## src/rtl/huffman_code_bit_packer_assert.svh

```systemverilog
// ---------------------------------------------------------------------------
// huffman code bit packer assertion macros
// concurrent assertion wrappers, empty when SYNTHESIS is defined
// ---------------------------------------------------------------------------
`ifndef HUFFMAN_CODE_BIT_PACKER_ASSERT_SVH
`define HUFFMAN_CODE_BIT_PACKER_ASSERT_SVH
`ifndef SYNTHESIS
// same-cycle implication
`define HCBP_ASSERT_IMP(lbl, clk, rst_n, ante, cons, msg) \
  lbl: assert property (@(posedge clk) disable iff (!(rst_n)) (ante) |-> (cons)) \
    else $error(msg);
// next-cycle implication
`define HCBP_ASSERT_NXT(lbl, clk, rst_n, ante, cons, msg) \
  lbl: assert property (@(posedge clk) disable iff (!(rst_n)) (ante) |=> (cons)) \
    else $error(msg);
`else
`define HCBP_ASSERT_IMP(lbl, clk, rst_n, ante, cons, msg)
`define HCBP_ASSERT_NXT(lbl, clk, rst_n, ante, cons, msg)
`endif
`endif

```

## src/rtl/hcbp_pkg.sv

```systemverilog
// ---------------------------------------------------------------------------
// hcbp_pkg
// shared constants, function codes and the result batch type
// ---------------------------------------------------------------------------
`default_nettype none

package hcbp_pkg;

  localparam int MAX_CODE_LEN = 32;
  localparam int SYMBOL_COUNT = 256;

  localparam int BYTE_W  = 8;
  localparam int SYM_W   = 8;
  localparam int CODE_W  = 32;
  localparam int LEN_W   = 6;
  localparam int PEND_W  = BYTE_W - 1;
  localparam int CNT_W   = 3;
  localparam int PAD_W   = 3;
  localparam int ADDR_W  = (SYMBOL_COUNT > 1) ? $clog2(SYMBOL_COUNT) : 1;

  // longest code that a load can store
  localparam int LEN_LIMIT = (MAX_CODE_LEN < CODE_W) ? MAX_CODE_LEN : CODE_W;
  // most bytes that one encode item can complete
  localparam int MAX_BYTES = (PEND_W + LEN_LIMIT) / BYTE_W;
  // left aligned work word: pending bits followed by a shifted code
  localparam int ACC_W     = CODE_W + BYTE_W;
  localparam int TOTAL_W   = $clog2(PEND_W + LEN_LIMIT + 1);
  localparam int NB_W      = $clog2(MAX_BYTES + 1);
  localparam int IDX_W     = (MAX_BYTES > 1) ? $clog2(MAX_BYTES) : 1;

  typedef enum logic [1:0] {
    FUNC_LOAD   = 2'd0,
    FUNC_ENCODE = 2'd1,
    FUNC_FLUSH  = 2'd2
  } func_e;

  // results caused by one item, handed from the packer to the emitter
  typedef struct packed {
    logic [MAX_BYTES-1:0][BYTE_W-1:0] bytes;
    logic [NB_W-1:0]                  count;
    logic                             has_byte;
    logic                             is_final;
    logic [PAD_W-1:0]                 pad;
  } batch_t;

endpackage

`default_nettype wire

```

## src/rtl/hcbp_emit.sv

```systemverilog
// ---------------------------------------------------------------------------
// hcbp_emit
// holds one batch of results and hands them out one item per cycle while out_ready_i is high
// ---------------------------------------------------------------------------
`default_nettype none
`include "huffman_code_bit_packer_assert.svh"

module hcbp_emit (
  input  wire logic                          clk_i,
  input  wire logic                          rst_ni,
  input  wire logic                          load_i,
  input  wire hcbp_pkg::batch_t              batch_i,
  output logic                               free_o,
  output logic                               out_valid_o,
  input  wire logic                          out_ready_i,
  output logic      [hcbp_pkg::BYTE_W-1:0]   out_byte_o,
  output logic                               has_byte_o,
  output logic                               is_final_o,
  output logic      [hcbp_pkg::PAD_W-1:0]    pad_bits_o,
  output logic                               last_o
);

  logic                       valid_q;
  logic [hcbp_pkg::IDX_W-1:0] idx_q;
  hcbp_pkg::batch_t           batch_q;
  logic                       is_last;

  assign is_last = (hcbp_pkg::NB_W'(idx_q) + hcbp_pkg::NB_W'(1)) == batch_q.count;
  assign free_o  = !valid_q || (out_ready_i && is_last);

  always_ff @(posedge clk_i or negedge rst_ni) begin
    if (!rst_ni) begin
      valid_q <= 1'b0;
      idx_q   <= '0;
    end else if (free_o) begin
      valid_q <= load_i;
      idx_q   <= '0;
    end else if (out_ready_i) begin
      idx_q   <= idx_q + hcbp_pkg::IDX_W'(1);
    end
  end

  always_ff @(posedge clk_i) begin
    if (free_o && load_i) begin
      batch_q <= batch_i;
    end
  end

  assign out_valid_o = valid_q;
  assign out_byte_o  = batch_q.bytes[idx_q];
  assign has_byte_o  = batch_q.has_byte;
  assign is_final_o  = batch_q.is_final;
  assign pad_bits_o  = batch_q.pad;
  assign last_o      = is_last;

  `HCBP_ASSERT_IMP(a_idx_in_batch, clk_i, rst_ni, valid_q,
                   hcbp_pkg::NB_W'(idx_q) < batch_q.count,
                   "emit index past end of batch")
  `HCBP_ASSERT_NXT(a_batch_held, clk_i, rst_ni, valid_q && !is_last, valid_q,
                   "batch dropped before its last item")

endmodule

`default_nettype wire

```

## config.mk

```make
export PLATFORM = sky130hd
export DESIGN_NAME = hcbp_emit
export DESIGN_NICKNAME = d
export VERILOG_FILES = /design/src/rtl/hcbp_pkg.sv /design/src/rtl/hcbp_emit.sv
export VERILOG_INCLUDE_DIRS = /design/src /design/src/rtl
export SDC_FILE = /design/constraint.sdc
export NUM_CORES = 1
export LEC_CHECK = 0
export BUFFER_PORTS_ARGS = -buffer_cell sky130_fd_sc_hd__buf_2
export CORE_MARGIN = 8
export CORE_UTILIZATION = 40
export CTS_CLUSTER_SIZE = 20
export DETAILED_ROUTE_END_ITERATION = 8
export GPL_TIMING_DRIVEN = 1
export PLACE_DENSITY = 0.72
export SLEW_MARGIN = 20
export SYNTH_ARGS = -nofsm -noshare
export SYNTH_HDL_FRONTEND = slang
export SYNTH_SLANG_ARGS = --single-unit
```

## constraint.sdc

```tcl
create_clock -name clk_i -period 2.41 [get_ports clk_i]
set_clock_uncertainty 0.15 [all_clocks]
set_input_delay 0.482 -clock clk_i [delete_from_list [all_inputs] [get_ports clk_i]]
set_output_delay 0.482 -clock clk_i [all_outputs]
set_load 0.01 [all_outputs]
```

* Word level (Yosys, flattened, before mapping) *
Index checks and enable logic that the tools add are counted.
W data, S select, Z words.

storage, ports and cells
  register bits = 43
  bits in latches = 0
  bits in writable memories = 0
  memory bits (read-only) = 0
  bits of input ports = 44
  output and inout port bits = 16
  word-level logic and storage cells = 23
  memories = 0

cells by class
  $add $sub $neg = 2
  $mul = 0
  divide/modulo/power cells = 0
  order comparisons = 1
  eq/ne operators = 1
  shift-type cells = 0
  multiplexer cells = 4
  bitwise operators = 0
  reductions and logical operators = 5

operator list
  operator               count
  $bmux W8 S2            1
  $mux W8                1
  $mux W2                2
  $add A2 B1 Y3 const B  1
  $eq A3 B3 Y1           1
  $lt A2 B3 Y1 const B   1
  $add A2 B1 Y2 const B  1
  $logic_and A1 B1 Y1    2
  $reduce_bool A2 Y1     1
  $logic_not A1 Y1       1
  $logic_or A1 B1 Y1     1

* Logic depth before layout (Yosys ltp) *
Gate-level depths: netlist (run 1).

  depth after elaboration = 5
  mapped depth = 4
  mapped depth without buffers = 4

* Least setup slack after synthesis (run 1) *
Ideal clock, no wire load.

  path kind = register to register
  from = register idx_q[0] in the netlist's numbering
  to = register batch_q[10] in the netlist's numbering, enable pin
  setup time = 0.401 ns
  data arrival time = 2.229 ns
  data required time = 1.859 ns
  setup slack = -0.370 ns
  stages on the path, launching flop included = 5
  buffers on the path = 0
  clock period less this slack = 2.780 ns
  path through = dfrtp_1 > ha_1 > xor2_1 > o41ai_4 > and2_1

on the way
  word-level cells in the longest chain between the ends = 5

RTL lines
  item                      RTL line         RTL
  start: declaration        hcbp_emit.sv:24  logic [hcbp_pkg::IDX_W-1:0] idx_q;
  start signal: assignment  hcbp_emit.sv:39  idx_q <= idx_q + hcbp_pkg::IDX_W'(1);
  $add A2 B1 Y3             hcbp_emit.sv:28  assign is_last = (hcbp_pkg::NB_W'(idx_q) + hcbp_pkg::NB_W'(1)) == batch_q.count;
  $eq A3 B3 Y1              hcbp_emit.sv:28
  $logic_and A1 B1 Y1       hcbp_emit.sv:29  assign free_o = !valid_q || (out_ready_i && is_last);
  $logic_or A1 B1 Y1        hcbp_emit.sv:29
  named net free_o          hcbp_emit.sv:13  output logic free_o,
  $logic_and A1 B1 Y1       hcbp_emit.sv:44  if (free_o && load_i) begin
  end signal: assignment    hcbp_emit.sv:45  batch_q <= batch_i;
  end: declaration          hcbp_emit.sv:25  hcbp_pkg::batch_t batch_q;

The timed path passes the listed nets, and every way through them passes these cells.
A chain may end at the register's enable or synchronous reset.

* Worst setup path after layout (run 1) *
  from = register idx_q[0] in the netlist's numbering
  to = output port out_byte_o[1] in the netlist's numbering

on the way
  word-level cells in the longest chain between the ends = 2

RTL lines
  item                           RTL line         RTL
  $bmux W8 S2                    hcbp_emit.sv:50  assign out_byte_o = batch_q.bytes[idx_q];
  $mux W8 (implied by the code)  hcbp_emit.sv:50
  end: declaration               hcbp_emit.sv:16  output logic [hcbp_pkg::BYTE_W-1:0] out_byte_o,

Every way passes these cells. The select of a mux whose other input is x is not followed.

==> impl.org, run 1 <==
** Run status
- The run finished with clean final reports.

** Clock tree
- After clock tree synthesis, the clock-pin slew on the worst setup and hold paths is 70 ps.
- Clock tree from TritonCTS :: done
- TritonCTS created 5 clock buffers.
- Max Root-Sink Buffers :: 2
- CTS built an H-tree with a depth of 2.
- Buffers inserted to repair hold after CTS numbered 1.
- Number of gates given a new drive strength after cts :: 0
- Clock latency on the worst-skew pair :: 280 ps
- Counting every sink on the clock net gives 43.
- CTS Root Buffer Type :: sky130_fd_sc_hd__clkbuf_8
- Setup bufs post-CTS :: 0

** Detailed routing
- WL per Instance :: 17.4 microns
- Detailed-route DRC error count :: 0
- Vias/cell :: 4.74
- For this block, the routed nets add up to 3.26 mm of wire.
- The routed layout has 892 vias.
- For this run, the detailed router's first-pass iteration total came to 4.
- The detail route stage leaves a number of antenna-violating nets equal to 0.
- For this block, the initial DRC count from the detailed router was 35.

** Synthesis
- Sequential cells were found to cover 77.0% of the synthesized design area.
- Measured against the total synthesized area, the mux share comes to 12.5%.
- Synth Area in XOR/XNOR :: 2.57%
- Number of distinct library cells after synthesis :: 19
- By area, the combinational part of the netlist is dominated by multiplexers.
- Yosys reg bits :: 43
- Counting every instance in the synthesized netlist gives 72.
- Fraction of the mapped netlist area in adder cells :: 0.755%
- Area fraction in and, or, nand and nor cells after synthesis :: 1.51%
- A synthesized cell averages 23.0 sq um.
- The mapped netlist covers 1660 sq um.
- Net count after synthesis :: 117
- Compound-gate portion of the synthesized area :: 2.95%
- For this run, the number of Yosys warnings is 0.

** STA
- Setup violations remaining at the end of the flow were counted as 0.
- Setup total negative slack on the finished layout was measured at 0 ps.
- At the pin with the least slew margin, the transition time is 392 ps.
- Of the available clock period, the critical path in the final layout requires 94.7%.
- The count of final hold-check violations is 0.
- For this run, the top clock speed supported by timing is 438 MHz.
- The max-slew violation count is 0.
- Minimum clock period :: 2280 ps
- Headroom to the max-slew limit came out at 73.5%.
- Setup repair after global routing left no endpoint under its margin.

** Worst setup path
- Class of the most critical setup path :: flop to output port
- Reg-to-reg setup timing slack :: 350 ps
- The worst setup path is launched from a flop.
- Maximum net fanout on the critical path :: 10
- Worst path arrival time :: 1650 ps
- Category of the worst setup path capture point :: output port
- Reg2reg path depth :: 5
- Required time of the critical path :: 1780 ps

** Place
- The number of placed instances, taps included, is 180.
- # port buffers :: 59
- Gpl congestion :: 0.667

** Power and ir drop
- Pwr/cell area :: 1040 nW/um^2
- The analysis attributes to cell leakage a power of 0.859 nW.
- Across the VDD grid, the largest voltage drop is 569 uV.

** Global route
- Via count of the first global-routing pass :: 1058
- The first global-routing pass estimated 5.15 mm of wire.
- Entering global routing, the biggest net connects 29 pins.
- Initial antenna violation count :: 0
- For this run, the total global-route usage over all layers was measured as 10.8%.
- Total congestion overflow after global routing :: 0

** Hold path
- Hold path depth :: 1
- The path class of the tightest hold or removal check is input pin to flop.

** Layout
- Share of layout cells above drive strength 1 :: 52.9%
- Total number of nets in the final design :: 183
- The repair_antennas step left the layout with diodes totalling 0.
- Fill cells in the final layout number 332.
- Leaving out filler cells and counting taps, the final layout contains 188.
- Commonest non-fill, non-tap cell in the layout :: sky130_fd_sc_hd__buf_2
- The library cells used most frequently in the layout, excluding fill and tap cells, are sky130_fd_sc_hd__buf_2, sky130_fd_sc_hd__edfxtp_1, sky130_fd_sc_hd__mux4_1, sky130_fd_sc_hd__clkbuf_8.
- Relative to the synthesized area, the layout overhead comes to 28.8%.

** Die
- Height of the die :: 80.4 microns
- The initial utilization of the core area, before any placement, comes to 41.4%.
- Floorplan die width :: 80.4 microns
- The core region is 4000 sq um.
- The die covers 6460 sq um.
- The floorplan has 23 rows.
- Pin placement for this block handled 60 I/O pins.

** Flow run
- Count of maximum capacitance violations :: 0
==> layer usage <==
metal	global-route usage (%)	vias up	part of all wire, %	wire length (microns)
li1	-	422	-	-
met1	10.8	427	39	1260
met2	19.4	39	52	1710
met3	5.13	4	7.9	258
met4	2.73	0	0.89	29
met5	0	-	0	0
==> critical path, stage by stage (launching register included) <==
cell                      delay (ps)
sky130_fd_sc_hd__dfrtp_1         350
sky130_fd_sc_hd__buf_4           220
sky130_fd_sc_hd__mux4_1          620
sky130_fd_sc_hd__buf_2           170
==> flip-flops by register name (all words and copies together), names as in the netlist <==
signal	count
out_valid_o	1
idx_q	2
is_final_o	1
batch_q	35
has_byte_o	1
pad_bits_o	3
==> cell type report <==
type | count | area (sq um) | share of cell area [%]
Clock inverter | 1 | 30.0 | 1.41
Multi-Input combinational cell | 22 | 337 | 15.8
Inverter | 2 | 7.51 | 0.352
Tap cell | 50 | 62.6 | 2.93
Sequential cell | 43 | 1280 | 59.8
Clock buffer | 6 | 72.6 | 3.40
Timing Repair Buffer | 64 | 348 | 16.3
==> synthesized netlist by cell type <==
cell type,number,area [sq um]
sky130_fd_sc_hd__o41ai_4,1,27.5
sky130_fd_sc_hd__edfxtp_1,40,1200
sky130_fd_sc_hd__buf_4,3,22.5
sky130_fd_sc_hd__a21boi_1,1,7.51
sky130_fd_sc_hd__clkbuf_1,1,3.75
sky130_fd_sc_hd__mux4_2,1,22.5
sky130_fd_sc_hd__o311ai_0,1,8.76
sky130_fd_sc_hd__dfrtp_1,3,75.1
sky130_fd_sc_hd__ha_1,1,12.5
sky130_fd_sc_hd__buf_6,1,11.3
sky130_fd_sc_hd__nand2_1,2,7.51
sky130_fd_sc_hd__nor3_1,1,5.00
sky130_fd_sc_hd__nand2b_1,1,6.26
sky130_fd_sc_hd__inv_1,2,7.51
sky130_fd_sc_hd__xor2_1,3,26.3
sky130_fd_sc_hd__a21oi_1,1,5.00
sky130_fd_sc_hd__xnor2_2,1,16.3
sky130_fd_sc_hd__and2_1,1,6.26
sky130_fd_sc_hd__mux4_1,7,184
==> where the power goes <==
part	internal [mW]	switching, mW
logic	0.327	0.361
registers	0.967	0.0409
clock network	0.303	0.211
total	1.60	0.613
==> per-stage QoR <==
stage | hold slack [ps] | worst slack, ps | area, sq um | total power [mW] | util (%)
after detailed placement | 135 | 370 | 2020 | 1.73 | 50.5
after global routing | 200 | 13.9 | 2130 | 2.32 | 53.3
final | 218 | 127 | 2130 | 2.21 | 53.3
after global placement | 131 | 417 | 2020 | 1.69 | 50.5
after CTS | 207 | 108 | 2130 | 2.25 | 53.3
after floorplan | 36.4 | 42.7 | 1660 | 1.46 | -
==> worst paths after layout <==
path | to | from
worst max-delay path | out_byte_o[1] | idx_q[0]
worst min register to register | idx_q[0] | out_valid_o
min in group asynchronous | idx_q[0] | rst_ni
max in group asynchronous | idx_q[1] | rst_ni
worst max register to register | batch_q[18] | idx_q[0]
worst min-delay path | batch_q[8] | batch_i[8]
==> cell families (layout without fill, tap and decap cells) <==
logic type / count (synthesis) / in the layout
and+or+nand+nor: 5 / 5
DFF: 43 / 43
buffers and inverters: 7 / 73
muxes: 8 / 8
xor gates and xnor gates: 4 / 4
adders and majority gates: 1 / 1
AOI/OAI and AO/OA: 4 / 4
No activity file was read; power rests on OpenSTA's default activity.
==> run 2, diff against run 1 <==
- SETUP_SLACK_MARGIN: unset -> 0.2
==> impl.org, run 2 (synthesis results as in run 1) <==
** Hold path
- Hold WC Path Type :: input pin to flop
- The worst hold path terminates at pad_bits_o[1].
- Startpoint of the lowest-slack hold path :: batch_i[1]
- Hold path depth :: 1

** Detailed routing
- Across all layers, the routed design uses 881 vias.
- Met2 WL post-DR :: 1.68 mm
- DR WL met3 :: 368 microns
- Number of DRC violations after detailed-routing iteration 0 :: 38
- Total detailed-routing wirelength :: 3.27 mm
- Dividing the detail-routed via count by the number of cells gives 4.64.
- The detailed router put a total of 1.20 mm of wire on met1.
- After detailed routing, the number of remaining DRC violations is 0.
- Dividing the detail-routed wire length by the instance count gives 17.2 microns.
- In this run the remaining antenna-violating nets after routing total 0.
- Initial DRT Pass Iterations :: 4
- The highest metal layer carrying signal wires in the routed design is met4.

** Place
- # port buffers :: 59
- Area after DPL :: 2030 sq um
- The wire-length estimate of the detail-placed layout is 2.54 mm.
- Once placement completed, the tool counted placed cells totaling 180.
- At the end of routability-driven placement, the weighted congestion stood at 0.672.

** Worst setup path
- Required time of the critical path :: 1780 ps
- Reg-to-Reg End :: batch_q[37]
- The worst setup path is captured at an output port.
- Reg-to-reg setup timing slack :: 280 ps
- In this run the critical register-to-register path is launched from idx_q[0].
- Worst setup path startpoint :: idx_q[0]
- Of all nets on the critical path, the largest fanout is 2.
- STA classifies the critical path startpoint as a flop.
- Data arrives at the worst endpoint at 1600 ps.
- Reg2reg path depth :: 6
- The critical path is of the flop to output port type.

** Clock tree
- Clock tree from TritonCTS :: done
- The clock net in this run drives a total of 43 sinks.
- After clock tree synthesis, the clock-pin slew on the worst setup and hold paths is 80 ps.
- The later pin in the worst-skew pair is clocked with a latency of 290 ps.
- In this run the number of H-tree levels came out at 2.
- The cell sitting at the root of the clock tree is a sky130_fd_sc_hd__clkbuf_8.
- The clock passes through at most 2 buffers.
- Total clock buffers created by CTS :: 5

** Power and ir drop
- The worst-case IR drop observed on VDD is 704 uV.
- NetSw :: 653 uW
- The internal power of the cells totals 1.66 mW.
- In this run the power density over the cells is 1060 nW/um^2.
- Per report_power, the sequential group accounts for 44.1% of the total.
- Combinational cells account for 32.7% of the total power.
- Power share of the clock group :: 23.1%
- Net switching is 28.2% of the power.
- Leakage :: 0.873 nW
- Total power for the finished layout comes to 2.32 mW.

** STA
- In this run the tightest slew margin relative to its limit is 77.6%.
- Pin slew with the least headroom to its limit :: 335 ps
- Highest clock rate :: 448 MHz
- The max-slew violation count is 0.
- Setup repair after global routing could not meet its margin everywhere.
- In the final timing run, aggregate negative setup slack is 0 ps.
- Setup violations remaining at the end of the flow were counted as 0.
- Across all hold checks on the routed design, the worst slack comes to 210 ps.
- Final Hold Vio Count :: 0
- Final period util :: 92.7%
- Minimum clock period :: 2230 ps

** Die
- The floorplan step set the die width to 80.4 microns.
- Height of the die :: 80.4 microns
- Core Footprint :: 4000 sq um
- The initialized floorplan defines 23 standard-cell rows.
- The initial utilization of the core area, before any placement, comes to 41.4%.
- The die covers 6460 sq um.
- 60 I/O pins were placed.

** Global route
- The via count of the first global-routing pass was 1058.
- The first global-routing pass estimated 5.06 mm of wire.
- Global routing finished with a remaining overflow of 0.
- Largest net degree at the start of global routing :: 18
- Across every metal layer, demand over resource in global routing totals 10.6%.
- Initial antenna violation count :: 0

** Layout
- Total number of nets in the final design :: 184
- After filler insertion, the fill cell instance count of the layout stands at 330.
- The number of antenna diodes in the final layout is 0.
- Area of the multi-input gates :: 359 sq um
- Counting flops per register, the top entry is batch_q.
- Top library cells by usage in the layout, fill and taps aside :: sky130_fd_sc_hd__buf_2, sky130_fd_sc_hd__edfxtp_1, sky130_fd_sc_hd__mux4_1, sky130_fd_sc_hd__clkbuf_8, sky130_fd_sc_hd__buf_12
- Final non-filler cell area :: 2190 sq um
- The post-route netlist has 57.1% of its cells at a drive strength greater than 1.
- Max reg flops :: 35
- Commonest non-fill, non-tap cell in the layout :: sky130_fd_sc_hd__buf_2
- Area grow syn2layout :: 32.5%
- Summing all flip-flop and latch instances after layout gives 1280 sq um.
- Post-route non-filler standard cell count :: 190

** Run status
- Run status :: finished clean

** Flow run
- Max-cap violations in this run came to 0.
run 2: worst max-delay path, stage by stage, from the launching register on:
cell and delay (ps):
sky130_fd_sc_hd__dfrtp_2 450, sky130_fd_sc_hd__ha_4 250, sky130_fd_sc_hd__xor2_1 200, sky130_fd_sc_hd__o41ai_4 230, sky130_fd_sc_hd__buf_2 190
run 2: final cells by class:
cell class                      count  share of cell area, %
Clock inverter                      3                   1.77
Sequential cell                    43                   58.2
Clock buffer                        5                   3.14
Inverter                            2                  0.342
Multi-Input combinational cell     22                   16.4
Timing Repair Buffer               65                   17.3
Tap cell                           50                   2.85
run 2: worst max-delay path by stage:
| stage | endpoint | slack [ps] | cells after the start |
|---|---|---|---|
| after floorplan | batch_q[10] | 260 | 4 |
| after global placement | is_final_o | 380 | 5 |
| after detailed placement | batch_q[13] | 350 | 5 |
| after CTS | last_o | 130 | 4 |
| after global routing | free_o | 90 | 4 |
| final | free_o | 180 | 4 |
run 2: repair_timing:
item                                    4_1_cts  5_1_grt
hold buffers                                  1        0
buffers inserted                              1        0
endpoints found under the setup margin        9       43
endpoints found under the hold margin         3        0
gates resized for setup                       1        7
run 2: metal layers:
layer	vias to the layer above	global-route usage [%]
met5	-	0
met4	0	3.82
met3	4	6.92
met2	40	17.6
met1	416	10.5
li1	421	-
run 2: metrics by stage:
| step | util, % | setup slack (ps) |
|---|---|---|
| finish | 54.9 | 176 |
| CTS | 54.1 | 132 |
| global placement | 50.9 | 383 |
| detailed placement | 50.9 | 346 |
| global route | 54.9 | 92.3 |
| floorplan | - | 256 |
run 2: power by group through the flow:
| stage | combinational [mW] | clock [mW] | sequential [mW] |
|---|---|---|---|
| 2_1_floorplan | 0.451 | 0 | 1.02 |
| 3_3_place_gp | 0.694 | 0 | 1.01 |
| 3_5_place_dp | 0.711 | 0 | 1.02 |
| 4_1_cts | 0.733 | 0.546 | 1.01 |
| 5_1_grt | 0.829 | 0.572 | 1.03 |
| 6_report | 0.758 | 0.536 | 1.02 |
