[src/rtl/huffman_code_bit_packer_assert.svh]
// ---------------------------------------------------------------------------
// huffman code bit packer assertion macros
// concurrent assertion wrappers, empty when SYNTHESIS is defined
// ---------------------------------------------------------------------------
`ifndef HUFFMAN_CODE_BIT_PACKER_ASSERT_SVH
`define HUFFMAN_CODE_BIT_PACKER_ASSERT_SVH
`ifndef SYNTHESIS
// same-cycle implication
`define HCBP_ASSERT_IMP(lbl, clk, rst_n, ante, cons, msg) \
  lbl: assert property (@(posedge clk) disable iff (!(rst_n)) (ante) |-> (cons)) \
    else $error(msg);
// next-cycle implication
`define HCBP_ASSERT_NXT(lbl, clk, rst_n, ante, cons, msg) \
  lbl: assert property (@(posedge clk) disable iff (!(rst_n)) (ante) |=> (cons)) \
    else $error(msg);
`else
`define HCBP_ASSERT_IMP(lbl, clk, rst_n, ante, cons, msg)
`define HCBP_ASSERT_NXT(lbl, clk, rst_n, ante, cons, msg)
`endif
`endif

[src/rtl/hcbp_pkg.sv]
// ---------------------------------------------------------------------------
// hcbp_pkg
// shared constants, function codes and the result batch type
// ---------------------------------------------------------------------------
`default_nettype none

package hcbp_pkg;

  localparam int MAX_CODE_LEN = 32;
  localparam int SYMBOL_COUNT = 256;

  localparam int BYTE_W  = 8;
  localparam int SYM_W   = 8;
  localparam int CODE_W  = 32;
  localparam int LEN_W   = 6;
  localparam int PEND_W  = BYTE_W - 1;
  localparam int CNT_W   = 3;
  localparam int PAD_W   = 3;
  localparam int ADDR_W  = (SYMBOL_COUNT > 1) ? $clog2(SYMBOL_COUNT) : 1;

  // longest code that a load can store
  localparam int LEN_LIMIT = (MAX_CODE_LEN < CODE_W) ? MAX_CODE_LEN : CODE_W;
  // most bytes that one encode item can complete
  localparam int MAX_BYTES = (PEND_W + LEN_LIMIT) / BYTE_W;
  // left aligned work word: pending bits followed by a shifted code
  localparam int ACC_W     = CODE_W + BYTE_W;
  localparam int TOTAL_W   = $clog2(PEND_W + LEN_LIMIT + 1);
  localparam int NB_W      = $clog2(MAX_BYTES + 1);
  localparam int IDX_W     = (MAX_BYTES > 1) ? $clog2(MAX_BYTES) : 1;

  typedef enum logic [1:0] {
    FUNC_LOAD   = 2'd0,
    FUNC_ENCODE = 2'd1,
    FUNC_FLUSH  = 2'd2
  } func_e;

  // results caused by one item, handed from the packer to the emitter
  typedef struct packed {
    logic [MAX_BYTES-1:0][BYTE_W-1:0] bytes;
    logic [NB_W-1:0]                  count;
    logic                             has_byte;
    logic                             is_final;
    logic [PAD_W-1:0]                 pad;
  } batch_t;

endpackage

`default_nettype wire

[src/rtl/hcbp_pack.sv]
// ---------------------------------------------------------------------------
// hcbp_pack
// merges a code with the pending bits and cuts out the complete bytes, or flushes them
// ---------------------------------------------------------------------------
`default_nettype none
`include "huffman_code_bit_packer_assert.svh"

module hcbp_pack (
  input  wire logic                        clk_i,
  input  wire logic                        rst_ni,
  input  wire logic                        fire_i,
  input  wire hcbp_pkg::func_e             func_i,
  input  wire logic [hcbp_pkg::CODE_W-1:0] code_i,
  input  wire logic [hcbp_pkg::LEN_W-1:0]  len_i,
  output hcbp_pkg::batch_t                 batch_o,
  output logic                             produce_o
);

  // pending bits are kept left aligned, unused low bits zero
  logic [hcbp_pkg::PEND_W-1:0]  pend_q, pend_d;
  logic [hcbp_pkg::CNT_W-1:0]   cnt_q, cnt_d;

  logic [hcbp_pkg::CODE_W-1:0]  code_al;
  logic [hcbp_pkg::ACC_W-1:0]   acc;
  logic [hcbp_pkg::TOTAL_W-1:0] total;
  logic [hcbp_pkg::NB_W-1:0]    n_bytes;
  logic [hcbp_pkg::PEND_W-1:0]  pend_enc;

  assign code_al = code_i << (hcbp_pkg::LEN_W'(hcbp_pkg::CODE_W) - len_i);
  assign acc     = {pend_q, (hcbp_pkg::ACC_W - hcbp_pkg::PEND_W)'(0)}
                 | ({code_al, hcbp_pkg::BYTE_W'(0)} >> cnt_q);
  assign total   = hcbp_pkg::TOTAL_W'(cnt_q) + hcbp_pkg::TOTAL_W'(len_i);
  assign n_bytes = hcbp_pkg::NB_W'(total >> 3);

  always_comb begin
    pend_enc = '0;
    for (int j = 0; j <= hcbp_pkg::MAX_BYTES; j++) begin
      if (n_bytes == hcbp_pkg::NB_W'(j)) begin
        pend_enc = acc[hcbp_pkg::ACC_W-1-hcbp_pkg::BYTE_W*j -: hcbp_pkg::PEND_W];
      end
    end
  end

  always_comb begin
    batch_o   = '0;
    produce_o = 1'b0;
    pend_d    = pend_q;
    cnt_d     = cnt_q;
    case (func_i)
      hcbp_pkg::FUNC_ENCODE: begin
        for (int j = 0; j < hcbp_pkg::MAX_BYTES; j++) begin
          batch_o.bytes[j] = acc[hcbp_pkg::ACC_W-1-hcbp_pkg::BYTE_W*j -: hcbp_pkg::BYTE_W];
        end
        batch_o.count    = n_bytes;
        batch_o.has_byte = 1'b1;
        produce_o        = (n_bytes != '0);
        pend_d           = pend_enc;
        cnt_d            = total[hcbp_pkg::CNT_W-1:0];
      end
      hcbp_pkg::FUNC_FLUSH: begin
        batch_o.bytes[0] = {pend_q, 1'b0};
        batch_o.count    = hcbp_pkg::NB_W'(1);
        batch_o.has_byte = (cnt_q != '0);
        batch_o.is_final = 1'b1;
        // eight minus the count, zero when nothing is pending
        batch_o.pad      = hcbp_pkg::PAD_W'((hcbp_pkg::PAD_W + 1)'(hcbp_pkg::BYTE_W)
                                            - {1'b0, cnt_q});
        produce_o        = 1'b1;
        pend_d           = '0;
        cnt_d            = '0;
      end
      default: begin
        produce_o = 1'b0;
      end
    endcase
  end

  always_ff @(posedge clk_i or negedge rst_ni) begin
    if (!rst_ni) begin
      pend_q <= '0;
      cnt_q  <= '0;
    end else if (fire_i) begin
      pend_q <= pend_d;
      cnt_q  <= cnt_d;
    end
  end

  `HCBP_ASSERT_IMP(a_pend_clean, clk_i, rst_ni, cnt_q == '0, pend_q == '0,
                   "stale bits left in empty accumulator")

endmodule

`default_nettype wire

[config.mk]
export PLATFORM = sky130hd
export DESIGN_NAME = hcbp_pack
export DESIGN_NICKNAME = d
export VERILOG_FILES = /design/src/rtl/hcbp_pkg.sv /design/src/rtl/hcbp_pack.sv
export VERILOG_INCLUDE_DIRS = /design/src /design/src/rtl
export SDC_FILE = /design/constraint.sdc
export NUM_CORES = 1
export LEC_CHECK = 0
export BUFFER_PORTS_ARGS = -buffer_cell sky130_fd_sc_hd__buf_2
export CAP_MARGIN = 20
export CORE_ASPECT_RATIO = 2
export CORE_MARGIN = 3
export CORE_UTILIZATION = 64
export DETAILED_ROUTE_END_ITERATION = 16
export PLACE_DENSITY = 0.89
export SYNTH_ARGS = -nofsm -noshare
export SYNTH_HDL_FRONTEND = slang
export SYNTH_SLANG_ARGS = --single-unit
[constraint.sdc]
create_clock -name clk_i -period 6.5 [get_ports clk_i]
set_input_delay 0.975 -clock clk_i [delete_from_list [all_inputs] [get_ports clk_i]]
set_output_delay 0.975 -clock clk_i [all_outputs]
set_load 0.03 [all_outputs]
Word level (Yosys, flattened, before mapping)
Cells that the tools add are included.

Register bits: 10. Output and inout port bits: 41. Bits of input ports: 43. Word-level logic and storage cells: 30.

Shift operators: 2. Bitwise logic cells: 1. Add/sub/neg operators: 3. Multiplexer cells: 11. Reduce and logical (&&, ||, !) cells: 5. Equality and inequality tests: 6.

Operator list (number): 40-bit OR (1); 40-bit by 3-bit >> shifter with 40-bit output (1); 7-bit two-way mux (5); 32-bit by 6-bit << shifter with 32-bit output (1); 24-bit two-way mux (1); 12-bit case mux with 2 select lines (1); 7-bit case mux with 2 select lines (1); 3-bit by 6-bit adder with 6-bit output (1); 3-bit by 2-bit equality test with 1-bit output (second input constant) (2); 3-bit case mux with 2 select lines (1); 3-bit nonzero test (2); 6-bit subtractor (first input constant) (1); 4-bit two-way mux (1); 3-bit by 1-bit equality test with 1-bit output (second input constant) (1); 3-bit equality test (second input constant) (1); 3-bit logical NOT (1); 1-bit by 3-bit subtractor with 3-bit output (first input constant) (1); 2-bit by 1-bit equality test with 1-bit output (second input constant) (1); 2-bit equality test (second input constant) (1); 1-bit case mux with 2 select lines (1); 2-bit AND reduction (1); 2-bit nonzero test (1).

Longest topological paths before layout
Gate-level depths: netlist (run 1).

Depth in word-level cells: 10. Mapped depth: 16. Gate-level depth less buffers: 12.

Worst setup path before layout (run 1)
OpenSTA, ideal clock, no wires.

Path kind: in2out. From: input port len_i[1] (netlist bit). To: output port batch_o[24] (netlist bit). Setup slack: 0.700 ns. Arrival: 4.825 ns. Cell stages on the path: 12. Path through: buf_2 > inv_1 > ha_1 > xor2_1 > buf_6 > mux4_2 > nand2_1 > o21ai_0 > o21a_1 > mux2_2 > and2_1 > a2111oi_0.

RTL lines: from (decl) (line hcbp_pack.sv:14) `input wire logic [hcbp_pkg::LEN_W-1:0] len_i,`; to (decl) (line hcbp_pack.sv:15) `output hcbp_pkg::batch_t batch_o,`.

==> results.md, run 1 <==
| Step | Result | Reported |
|---|---|---|
| timing | Total Negative Setup Slacks | 0 ns |
| synthesis | Most common library cells after synthesis | nand2_1, nor2_1, mux2i_1 |
| die | Core Rows | 45 |
| timing | Unrepaired setup endpoints after global routing | false |
| synthesis | Netlist cell types | 88 |
| final layout | Final design instance area without fill | 5440 sq um |
| synthesis | Most used standard cell by instance count after synthesis | nand2_1 |
| worst setup path | Reg-to-reg critical path startpoint | cnt_q[0]$_DFFE_PN0P_ |
| synthesis | Commonest register cell after synthesis | dfrtp_1 |
| route | Post-detailed-route wirelength per cell | 27.4 microns |
| final layout | Relative area change from synthesis to final layout | 8.35% |
| route | Length of the first detailed-routing pass in iterations | 6 |
| synthesis | Share of async-settable or async-resettable flops after synthesis | 1.00 |
| clock tree | CTS tree | built |
| placed design | Standard cell area after detailed placement | 5350 sq um |
| route | Vias after detailed routing | 5986 |
| route | Drt initial violations | 773 |
| synthesis | Post-synthesis average cell area | 7.92 sq um |
| synthesis | Post-synth design cell area | 5020 sq um |
| die | Num ports | 84 |
| final layout | Number of fill cells | 645 |
| grt | Initial antenna violation count | 0 |
| worst hold path | Count of cells along the worst hold path | 2 |
| final layout | Area of the multi-input gates | 4410 sq um |
| die | Height of the die | 131 microns |
| pwr | Static leakage | 0.00229 uW |
| timing | Slew at the pin with the worst max-slew slack | 1.15 ns |
| synthesis | Yosys Warn Count | 0 |
| synthesis | Number of cells produced by synthesis | 634 |
| placed design | HPWL Detailed | 16000 microns |
| clock tree | Number of buffers created by CTS | 3 |
| die | Effective utilization at floorplan | 0.661 |
| pwr | Worst vdd ir | 0.148 mV |
| final layout | Final nets | 732 |
| synthesis | Sequential-to-total area share from yosys stat | 0.0498 |
| route | ANT nets after route | 0 |
| timing | Final Hold Vio Count | 0 |
| die | Die ar. | 9010 sq um |
| worst setup path | Data arrival time at the worst-slack endpoint | 5.18 ns |
| timing | Setup clock skew after layout | 0.00535 ns |
| route | Drt via density | 7.74 |
| placed design | Routability cong. | 1.08 |
| final layout | Fraction of final layout cells sized beyond drive strength 1 | 0.271 |
| pwr | P per Cell Area | 274 nW/um^2 |
| synthesis | Leading area contributor after synthesis | mux4_2 |
| worst hold path | Launch instance of the worst min-delay path | pend_q[6]$_DFFE_PN0P_ |
| clock tree | Hold Buf Count CTS | 0 |
| worst setup path | Worst reg2reg path depth | 12 |
| grt | Via count of the first global-routing pass | 5721 |
| timing | Final Critical Period | 6.15 ns |
| clock tree | CTS H-tree lvls | 1 |
| synthesis | Top post-synthesis cells by area | mux4_2, mux2i_1, nand2_1 |
| final layout | Finished Core Util | 0.716 |
| route | Post-route DRC | 0 |
| worst setup path | Critical path capture point type | output port |
| grt | Overflow after GRT | 0 |
| timing | Achievable frequency | 163 MHz |
| timing | Number of failing setup endpoints in the final timing report | 0 |
| timing | Final setup slack of the worst path | 0.349 ns |
| clock tree | Clock root buffer | clkbuf_16 |
| timing | Ratio of final minimum period to clock period | 0.946 |
| timing | Pins over their slew limit | 0 |
| worst setup path | CP Max Fanout | 28 |
| clock tree | Source-to-sink clock delay at the later pin of the worst-skew pair | 0.25 ns |
| timing | Minimum hold slack | 0.591 ns |
| final layout | Antenna Cells | 0 |
| synthesis | Share of Yosys cell area claimed by the top area cell type | 0.175 |
| worst setup path | Worst flop-to-flop path endpoint | pend_q[3]$_DFFE_PN0P_ |
| clock tree | Bufs on Longest Clock Path | 2 |
| clock tree | Post CTS Setup Buffer Count | 0 |
| synthesis | Syn_nets | 686 |
| placed design | Port bufs | 83 |
| final layout | Area of all sequential standard cells | 250 sq um |
| worst setup path | WS Path Type | primary input to output port |
| grt | Wire length of the first global-routing pass | 33200 microns |
| clock tree | Post-CTS clock slew at the launch and capture registers of the worst setup and hold paths | 0.05 ns |
| grt | Maximum number of pins on one net before global-route repair | 42 |
| placed design | Post-Place Setup Slack | 0.774 ns |
| synthesis | Post-synthesis sequential element count | 10 |
| worst setup path | Critical path required time | 5.52 ns |
| clock tree | Num Clock Sinks | 10 |
| flow run | Max-capacitance violation count | 0 |
| worst setup path | Startpoint Class | primary input |
| route | Final WL | 21200 microns |
| die | Core Box Area | 7600 sq um |
| worst setup path | Flop2flop setup slack | 2.54 ns |
| synthesis | Number of synthesized flops with an enable pin | 0 |
| worst hold path | Min-Delay Endpoint | pend_q[6]$_DFFE_PN0P_ |
| clock tree | Number of gates resized after cts | 0 |
| die | Die boundary width | 68.6 microns |
| worst hold path | Tightest Hold Check Type | flip-flop to flip-flop |
| timing | Max transition margin | 0.226 |
| grt | GRT Util Overall | 0.494 |
| run status | Outcome | completed |
[cells by family (layout without fill, tap and decap cells)]
kind of cell	Yosys count	in the layout	share of synthesized area
XOR/XNOR	9	9	0.0172
multiplexers	102	102	0.308
AND/OR/NAND/NOR	236	236	0.236
flip-flops	10	10	0.0498
adder cells (fa/ha/maj)	9	9	0.0239
AO/OA/AOI/OAI	199	199	0.290
buffers and inverters	69	114	0.0740
[per-layer routing]
layer | wire length (microns) | track usage | vias to the layer above
met2 | 10100 | 0.739 | 509
li1 | - | - | 2575
met1 | 6300 | 0.502 | 2728
met4 | 2490 | 0.449 | 0
met3 | 2360 | 0.186 | 174
met5 | 0 | 0 | -
[stage by stage]
| step | power (uW) | cells |
|---|---|---|
| 5_1_grt | 1560 | 773 |
| 6_report | 1490 | 773 |
| 4_1_cts | 1400 | 773 |
| 3_3_place_gp | 1250 | 769 |
| 2_1_floorplan | 956 | 634 |
| 3_5_place_dp | 1270 | 769 |
[worst max-delay path: stages]
cell      delay (ns)
buf_2           0.23
inv_2           0.16
ha_2            0.77
mux2i_1         0.26
mux4_2          0.53
o22ai_1         0.32
a221oi_1        0.21
mux2i_1         0.23
o22ai_1         0.13
a211oi_1        0.91
and2_1          0.23
buf_2           0.19
[report_power, final]
part           internal [uW]  switching, uW
clock network           93.5           39.5
registers               79.2           21.0
logic                    435            825
total                    607            885
[cell type report]
cell class                 count  area share
timing repair buffer          95      0.0952
sequential                    10      0.0460
multi-input combinational    555       0.811
clock buffer                   4      0.0163
inverter                      15      0.0103
tap                           94      0.0216
[how the worst max path moves through the flow]
stage | startpoint | endpoint | slack, ns | depth (start not counted)
after floorplan | len_i[1] | batch_o[24] | 0.70 | 12
after global placement | len_i[0] | batch_o[9] | 0.88 | 13
after detailed placement | len_i[0] | batch_o[8] | 0.77 | 12
after CTS | len_i[0] | batch_o[8] | 0.77 | 12
after global routing | len_i[0] | batch_o[18] | 0.25 | 12
final | len_i[0] | batch_o[18] | 0.35 | 12
[cell usage in the layout, fill, tap and decap left out, types with 10 or more instances in the layout]
cell type  instances
mux2i_1           44
nand2b_1          11
a22oi_1           12
nand3_1           22
dfrtp_1           10
buf_4             11
and2_1            21
nor2_1            58
inv_1             13
mux2_2            13
o22ai_1           15
o21ai_0           23
nor3_1            15
buf_2             83
a211oi_1          15
nand2_1           67
a21oi_1           37
mux4_2            39
[state kept, by name, summed over array words and instances (netlist names)]
| name | flops |
|---|---|
| pend_q | 7 |
| cnt_q | 3 |
(Power assumes the default switching activity.)
==> inputs of run 2 (changes only) <==
--- a/config.mk
+++ b/config.mk
@@ -6,13 +6,14 @@
 export SDC_FILE = /design/constraint.sdc
 export NUM_CORES = 1
 export LEC_CHECK = 0
+export ABC_AREA = 1
 export BUFFER_PORTS_ARGS = -buffer_cell sky130_fd_sc_hd__buf_2
 export CAP_MARGIN = 20
 export CORE_ASPECT_RATIO = 2
 export CORE_MARGIN = 3
-export CORE_UTILIZATION = 64
+export CORE_UTILIZATION = 63
 export DETAILED_ROUTE_END_ITERATION = 16
-export PLACE_DENSITY = 0.89
+export PLACE_DENSITY = 0.9
 export SYNTH_ARGS = -nofsm -noshare
 export SYNTH_HDL_FRONTEND = slang
 export SYNTH_SLANG_ARGS = --single-unit
==> run 2 against run 1 <==
Net effect:
- first-iteration DRC count is 16% lower
- sequential power is 7% higher
- largest cell class unchanged
- final area is 15% lower
- critical path type unchanged
==> results.md, run 2 <==
| Step | Result | Reported |
|---|---|---|
| run status | Outcome | completed |
| final layout | Final design instance area without fill | 4630 sq um |
| timing | Max transition margin | 0.468 |
| pwr | Switching part of the total | 0.619 |
| die | Die ar. | 7850 sq um |
| worst setup path | Cell family with the largest share of critical-path delay | buffers and inverters |
| die | Num ports | 84 |
| grt | Overflow after GRT | 0 |
| pwr | Reported net switching power | 917 uW |
| timing | Final Critical Period | 5.41 ns |
| timing | Total Negative Setup Slacks | 0 ns |
| synthesis | Number of synthesized flops with an enable pin | 0 |
| synthesis | Yosys Warn Count | 0 |
| synthesis | Sequential-to-total area share from yosys stat | 0.0587 |
| synthesis | Syn_nets | 871 |
| timing | Slew at the pin with the worst max-slew slack | 0.796 ns |
| final layout | Max FFs per register | 7 |
| synthesis | Post-synth design cell area | 4260 sq um |
| final layout | Most frequent standard cell in the layout excluding fill and tap cells | nand3_1 |
| grt | Busiest grt layer | met2 |
| worst setup path | Buffers and inverters on the worst path | 5 |
| route | Drt initial violations | 653 |
| final layout | Highest-count cells in the layout ignoring fill and taps | nand3_1, nand2_1, buf_2 |
| pwr | Part of the power in the clock network | 0.084 |
| grt | Maximum number of pins on one net before global-route repair | 40 |
| placed design | Port bufs | 83 |
| worst setup path | CP Max Fanout | 37 |
| pwr | Combinational Power Share | 0.844 |
| die | Height of the die | 122 microns |
| clock tree | Num Clock Sinks | 10 |
| synthesis | Post-synthesis sequential element count | 10 |
| clock tree | Number of gates resized after cts | 0 |
| worst setup path | Peak per-stage delay on the critical path | 0.48 ns |
| clock tree | CTS H-tree lvls | 1 |
| clock tree | Hold Buf Count CTS | 0 |
| final layout | Antenna Cells | 0 |
| pwr | Share of total power in sequential cells | 0.072 |
| timing | Unrepaired setup endpoints after global routing | false |
| final layout | Biggest registers after layout | pend_q: 7 flops, cnt_q: 3 flops |
| synthesis | Most used standard cell by instance count after synthesis | nand3_1 |
| timing | Number of failing setup endpoints in the final timing report | 0 |
| synthesis | Share of Yosys cell area claimed by the top area cell type | 0.361 |
| route | ANT nets after route | 0 |
| grt | Wire length of the first global-routing pass | 25300 microns |
| final layout | Final std cells w/o fill | 947 |
| worst setup path | Most prevalent standard cell on the critical path | nand3_1 |
| timing | Setup clock skew after layout | 0.00517 ns |
| worst setup path | WS Path Type | primary input to output port |
| grt | GR Layer Usage met3 | 0.0375 |
| grt | Initial antenna violation count | 0 |
| clock tree | Source-to-sink clock delay at the later pin of the worst-skew pair | 0.24 ns |
| route | Post-detailed-route wirelength per cell | 15.9 microns |
| worst setup path | Critical path capture point type | output port |
| synthesis | Netlist cell types | 35 |
| final layout | Area of the multi-input gates | 3520 sq um |
| timing | Final Hold Vio Count | 0 |
| timing | Achievable frequency | 185 MHz |
| flow run | Max-capacitance violation count | 0 |
| clock tree | Number of buffers created by CTS | 3 |
| route | Drt via density | 6.24 |
| pwr | Worst vdd ir | 0.447 mV |
| route | Final WL | 15100 microns |
| clock tree | Post-CTS clock slew at the launch and capture registers of the worst setup and hold paths | 0.04 ns |
| synthesis | Most common library cells after synthesis | nand3_1, nand2_1, nor2_1 |
| die | Effective utilization at floorplan | 0.665 |
| route | Post-route DRC | 0 |
| clock tree | Post CTS Setup Buffer Count | 0 |
| placed design | HPWL Detailed | 12200 microns |
| route | Vias after detailed routing | 5910 |
| grt | Via count of the first global-routing pass | 5536 |
| worst hold path | Tightest Hold Check Type | flip-flop to flip-flop |
| final layout | Relative area change from synthesis to final layout | 8.66% |
| timing | Ratio of final minimum period to clock period | 0.832 |
| final layout | Number of fill cells | 591 |
| die | Core Box Area | 6410 sq um |
| die | Core Rows | 41 |
| placed design | Routability cong. | 1.09 |
| route | Length of the first detailed-routing pass in iterations | 7 |
| synthesis | Commonest register cell after synthesis | dfrtp_1 |
| grt | Fraction of met2 tracks used by global routing | 0.713 |
| synthesis | Leading area contributor after synthesis | nand3_1 |
| worst setup path | Worst path cell trace | buf_2, inv_4, ha_1, buf_4, inv_2, nand3_1, nand3_1, nand3_1, nand3_1, nand3_1, nand2_1, nor2_2, a21o_1, a21boi_0, buf_2 |
| worst setup path | Critical-path cell with the highest stage delay | buf_2 |
| final layout | Area of all sequential standard cells | 250 sq um |
| synthesis | Post-synthesis average cell area | 5.20 sq um |
| pwr | Static leakage | 0.00243 uW |
| final layout | Top reg by flops | pend_q |
| clock tree | Clock root buffer | clkbuf_16 |
| placed design | Number of placed instances with taps included | 943 |
| worst setup path | Startpoint Class | primary input |
| clock tree | Bufs on Longest Clock Path | 2 |
| worst setup path | Critical path required time | 5.52 ns |
| die | Die boundary width | 64.2 microns |
| grt | GR met1 Demand/Resource | 0.419 |
| synthesis | Top post-synthesis cells by area | nand3_1, nand2_1, dfrtp_1 |
| grt | GRT Util Overall | 0.395 |
| pwr | P per Cell Area | 320 nW/um^2 |
| final layout | Fraction of final layout cells sized beyond drive strength 1 | 0.170 |
| timing | Pins over their slew limit | 0 |
| synthesis | Number of cells produced by synthesis | 819 |
| pwr | Internal cell power | 564 uW |
| worst setup path | Data arrival time at the worst-slack endpoint | 4.43 ns |
| placed design | Standard cell area after detailed placement | 4540 sq um |
| clock tree | CTS tree | built |
| synthesis | Share of async-settable or async-resettable flops after synthesis | 1.00 |
| final layout | Final nets | 914 |
-- run 2: changes by cell type after synthesis, moves of 21 or more --
cell | before | now
and2_1 | 21 | 0
nor2_1 | 58 | 36
nand2_1 | 67 | 248
mux2i_1 | 44 | 0
nand3_1 | 22 | 307
mux4_2 | 39 | 0
-- run 2: cell type report --
class / count / share of cell area
clock buffer: 4 / 0.0192
inverter: 43 / 0.0359
multi-input combinational: 713 / 0.761
sequential: 10 / 0.0540
tap: 86 / 0.0232
timing repair buffer: 91 / 0.107
-- run 2: power groups by stage --
stage / Sequential, uW / Combinational (uW) / Clock, uW
after floorplan: 105 / 958 / 0
after global placement: 104 / 1180 / 0
after detailed placement: 107 / 1220 / 0
after CTS: 106 / 1230 / 127
after global routing: 109 / 1390 / 132
final: 107 / 1250 / 125
-- run 2: worst paths after layout --
kind	from	to	slack, ns	depth (start not counted)
max in group asynchronous	rst_ni	pend_q[4]$_DFFE_PN0P_	5.69	1
worst max register to register	cnt_q[0]$_DFFE_PN0P_	pend_q[6]$_DFFE_PN0P_	3.24	13
worst min-delay path	pend_q[0]$_DFFE_PN0P_	pend_q[0]$_DFFE_PN0P_	0.48	2
worst min register to register	pend_q[0]$_DFFE_PN0P_	pend_q[0]$_DFFE_PN0P_	0.48	2
min in group asynchronous	rst_ni	pend_q[5]$_DFFE_PN0P_	0.60	1
worst max-delay path	len_i[0]	batch_o[14]	1.09	15
-- run 2: layer usage --
layer	share of wire	up-vias
met5	0	-
met4	0.076	0
met3	0.047	89
met2	0.51	310
met1	0.37	2626
li1	-	2885
-- run 2: per-stage QoR --
stage	hold WS, ns	total power (uW)	util	setup WS (ns)
finish	0.476	1480	0.722	1.09
detailed placement	0.467	1330	0.708	1.29
CTS	0.479	1460	0.722	1.22
global placement	0.465	1280	0.704	1.38
global route	0.507	1630	0.722	0.782
floorplan	0.449	1060	-	2.19
-- run 2: logic make-up (layout without fill, tap and decap cells) --
family,count (synthesis),count (layout),share of synthesized area
AND/OR/NAND/NOR,635,635,0.697
flip-flops,10,10,0.0587
buffers and inverters,96,138,0.115
XOR/XNOR,5,5,0.0156
AO/OA/AOI/OAI,64,64,0.0854
adder cells (fa/ha/maj),9,9,0.0282
-- run 2: worst register-to-register path, stage by stage, from the launching register on --
cell and delay [ns]:
dfrtp_1 0.32, buf_4 0.35, ha_1 0.25, inv_1 0.05, fa_1 0.40, o21ai_1 0.19, xor2_1 0.36, nand2_1 0.12
nor2_1 0.48, o21ai_0 0.18, a31oi_1 0.18, nor2_1 0.08, nand2_1 0.11, nand2_1 0.07
==> inputs of run 3 (changes only) <==
--- a/config.mk
+++ b/config.mk
@@ -11,9 +11,9 @@
 export CAP_MARGIN = 20
 export CORE_ASPECT_RATIO = 2
 export CORE_MARGIN = 3
-export CORE_UTILIZATION = 63
+export CORE_UTILIZATION = 58
 export DETAILED_ROUTE_END_ITERATION = 16
-export PLACE_DENSITY = 0.9
+export PLACE_DENSITY = 0.83
 export SYNTH_ARGS = -nofsm -noshare
 export SYNTH_HDL_FRONTEND = slang
 export SYNTH_SLANG_ARGS = --single-unit
==> constraint.sdc (replaced) <==
create_clock -name clk_i -period 5.05 [get_ports clk_i]
set_input_delay 0.7575 -clock clk_i [delete_from_list [all_inputs] [get_ports clk_i]]
set_output_delay 0.7575 -clock clk_i [all_outputs]
set_load 0.03 [all_outputs]
==> run 3 against run 2 <==
Net effect:
- sequential share of layout area is essentially flat
- clock power rose by 27%
- count of clock-buffer cells in the layout unchanged
- via count increased by 1.6%
- utilization decreased by 6.6 points
- register-to-register slack worse by 1.5 ns
- clock skew shrank 0.0044 ns
- combinational power grew 29%
- critical path depth rose by 2
- non-clock buffer count up 1
- critical path type unchanged
- largest power group unchanged
==> results.md, run 3 (synthesis gave the netlist of run 2 again) <==
| Step | Result | Reported |
|---|---|---|
| placed design | Number of placed instances with taps included | 948 |
| clock tree | Num Clock Sinks | 10 |
| clock tree | CTS H-tree lvls | 1 |
| route | Post-route DRC | 0 |
| route | Routed metal-1 wirelength | 5520 microns |
| route | Drt initial violations | 483 |
| clock tree | CTS tree | built |
| die | Height of the die | 127 microns |
| route | Wire length on met2 | 7900 microns |
| worst setup path | Buffers and inverters on the worst path | 5 |
| route | Vias after detailed routing | 6005 |
| grt | Wire length of the first global-routing pass | 24900 microns |
| route | Final WL | 15900 microns |
| timing | Number of failing setup endpoints in the final timing report | 0 |
| timing | Max transition margin | 0.356 |
| worst setup path | Most prevalent standard cell on the critical path | nand3_1 |
| timing | Achievable frequency | 221 MHz |
| route | Top Layer Used | met4 |
| placed design | Routability cong. | 1.02 |
| final layout | Relative area change from synthesis to final layout | 8.48% |
| clock tree | Bufs on Longest Clock Path | 2 |
| clock tree | Post CTS Setup Buffer Count | 0 |
| clock tree | Hold Buf Count CTS | 0 |
| worst setup path | Critical path capture point type | output port |
| route | Post-detailed-route wirelength per cell | 16.7 microns |
| final layout | Biggest registers after layout | pend_q: 7 flops, cnt_q: 3 flops |
| final layout | Fraction of final layout cells sized beyond drive strength 1 | 0.171 |
| timing | Ratio of final minimum period to clock period | 0.895 |
| final layout | Highest-count cells in the layout ignoring fill and taps | nand3_1, nand2_1, buf_2 |
| timing | Unrepaired setup endpoints after global routing | false |
| final layout | Antenna Cells | 0 |
| placed design | Post-Place Setup Slack | 0.714 ns |
| grt | Overflow after GRT | 0 |
| run status | Outcome | completed |
| die | Effective utilization at floorplan | 0.605 |
| worst setup path | Startpoint Class | primary input |
| final layout | Final std cells w/o fill | 952 |
| final layout | Top reg by flops | pend_q |
| pwr | Static leakage | 0.00242 uW |
| die | Core Rows | 43 |
| worst hold path | Tightest Hold Check Type | primary input to async pin |
| pwr | P per Cell Area | 415 nW/um^2 |
| worst setup path | Peak per-stage delay on the critical path | 0.42 ns |
| worst setup path | WS Path Type | primary input to output port |
| placed design | HPWL Detailed | 13100 microns |
| final layout | Most frequent standard cell in the layout excluding fill and tap cells | nand3_1 |
| clock tree | Clock root buffer | clkbuf_16 |
| route | Length of the first detailed-routing pass in iterations | 7 |
| clock tree | Post-CTS clock slew at the launch and capture registers of the worst setup and hold paths | 0.04 ns |
| die | Num ports | 84 |
| grt | Maximum number of pins on one net before global-route repair | 40 |
| final layout | Final nets | 915 |
| route | Met3 WL post-DR | 919 microns |
| timing | Final setup slack of the worst path | 0.532 ns |
| timing | Final Hold Vio Count | 0 |
| die | Die boundary width | 66.6 microns |
| die | Die ar. | 8470 sq um |
| pwr | Overall power after layout | 1920 uW |
| clock tree | Number of buffers created by CTS | 3 |
| timing | Total Negative Setup Slacks | 0 ns |
| worst setup path | Worst path cell trace | buf_2, inv_4, ha_1, buf_4, inv_2, nand3_1, nand3_1, nand3_1, nand3_1, nand3_1, nand2_1, nand2_2, nand3_1, nand3_2, nand2_1, o21ai_0, buf_2 |
| grt | Via count of the first global-routing pass | 5413 |
| timing | Pins over their slew limit | 0 |
| placed design | Port bufs | 83 |
| pwr | Worst vdd ir | 0.554 mV |
| worst setup path | CP Max Fanout | 37 |
| clock tree | Number of gates resized after cts | 0 |
| worst setup path | Cell family with the largest share of critical-path delay | simple AND/OR/NAND/NOR gates |
| timing | Final Critical Period | 4.52 ns |
| clock tree | Source-to-sink clock delay at the later pin of the worst-skew pair | 0.24 ns |
| timing | Setup clock skew after layout | 0.000797 ns |
| worst setup path | Data arrival time at the worst-slack endpoint | 3.76 ns |
| worst setup path | Critical path required time | 4.29 ns |
| grt | GRT Util Overall | 0.371 |
| timing | Slew at the pin with the worst max-slew slack | 0.960 ns |
| flow run | Max-capacitance violation count | 0 |
| grt | Initial antenna violation count | 0 |
| route | Drt via density | 6.31 |
| route | ANT nets after route | 0 |
| worst setup path | Critical-path cell with the highest stage delay | inv_2 |
| die | Core Box Area | 7050 sq um |
| final layout | Max FFs per register | 7 |
[run 3: changes by cell type in the layout (fill, tap and decap cells not counted)]
| cell | previous run | this run |
|---|---|---|
| buf_16 | 1 | 0 |
| buf_4 | 7 | 9 |
[run 3: worst paths after layout]
check / startpoint / cells after the start / slack [ns] / endpoint
worst max-delay path: len_i[0] / 17 / 0.53 / batch_o[9]
worst min-delay path: rst_ni / 1 / 0.38 / pend_q[4]$_DFFE_PN0P_
worst max register to register: cnt_q[1]$_DFFE_PN0P_ / 14 / 1.70 / pend_q[6]$_DFFE_PN0P_
worst min register to register: pend_q[2]$_DFFE_PN0P_ / 2 / 0.52 / pend_q[2]$_DFFE_PN0P_
max in group asynchronous: rst_ni / 1 / 4.47 / cnt_q[1]$_DFFE_PN0P_
min in group clk_i: pend_q[2]$_DFFE_PN0P_ / 2 / 0.52 / pend_q[2]$_DFFE_PN0P_
[run 3: layer usage]
metal  up-vias  track usage
li1       2885            -
met1      2673        0.360
met2       337        0.667
met3       110       0.0387
met4         0        0.310
met5         -            0
[run 3: cell type report]
class,instances,area [sq um]
clock buffers,4,88.8
fillers,749,2420
inverters,43,166
multi-input cells,713,3520
flip-flops and latches,10,250
well taps,90,113
repair buffers,92,483
[run 3: worst reg2reg max path, cell delays in order (launching register included)]
cell	delay (ns)
dfrtp_1	0.32
buf_4	0.37
clkinv_1	0.12
buf_4	0.26
fa_1	0.47
o21ai_1	0.18
xor2_1	0.34
or2_1	0.50
nor2_8	0.09
nor2_1	0.15
nand2_1	0.07
nand3_1	0.15
nand3_1	0.10
nand2_1	0.07
nand2_1	0.05
[run 3: metrics by stage]
step	hold WS [ns]	cell area (sq um)	utilization
2_1_floorplan	0.449	4260	-
3_3_place_gp	0.481	4530	0.643
3_5_place_dp	0.492	4530	0.643
4_1_cts	0.382	4620	0.656
5_1_grt	0.380	4620	0.656
6_report	0.380	4620	0.656
[run 3: power breakdown]
part / leakage [uW] / internal, uW / switching (uW) / total, uW
logic: 0.00225 / 472 / 1140 / 1610
registers: 0.000130 / 116 / 30.8 / 147
clock network: 0.0000442 / 119 / 39.6 / 159
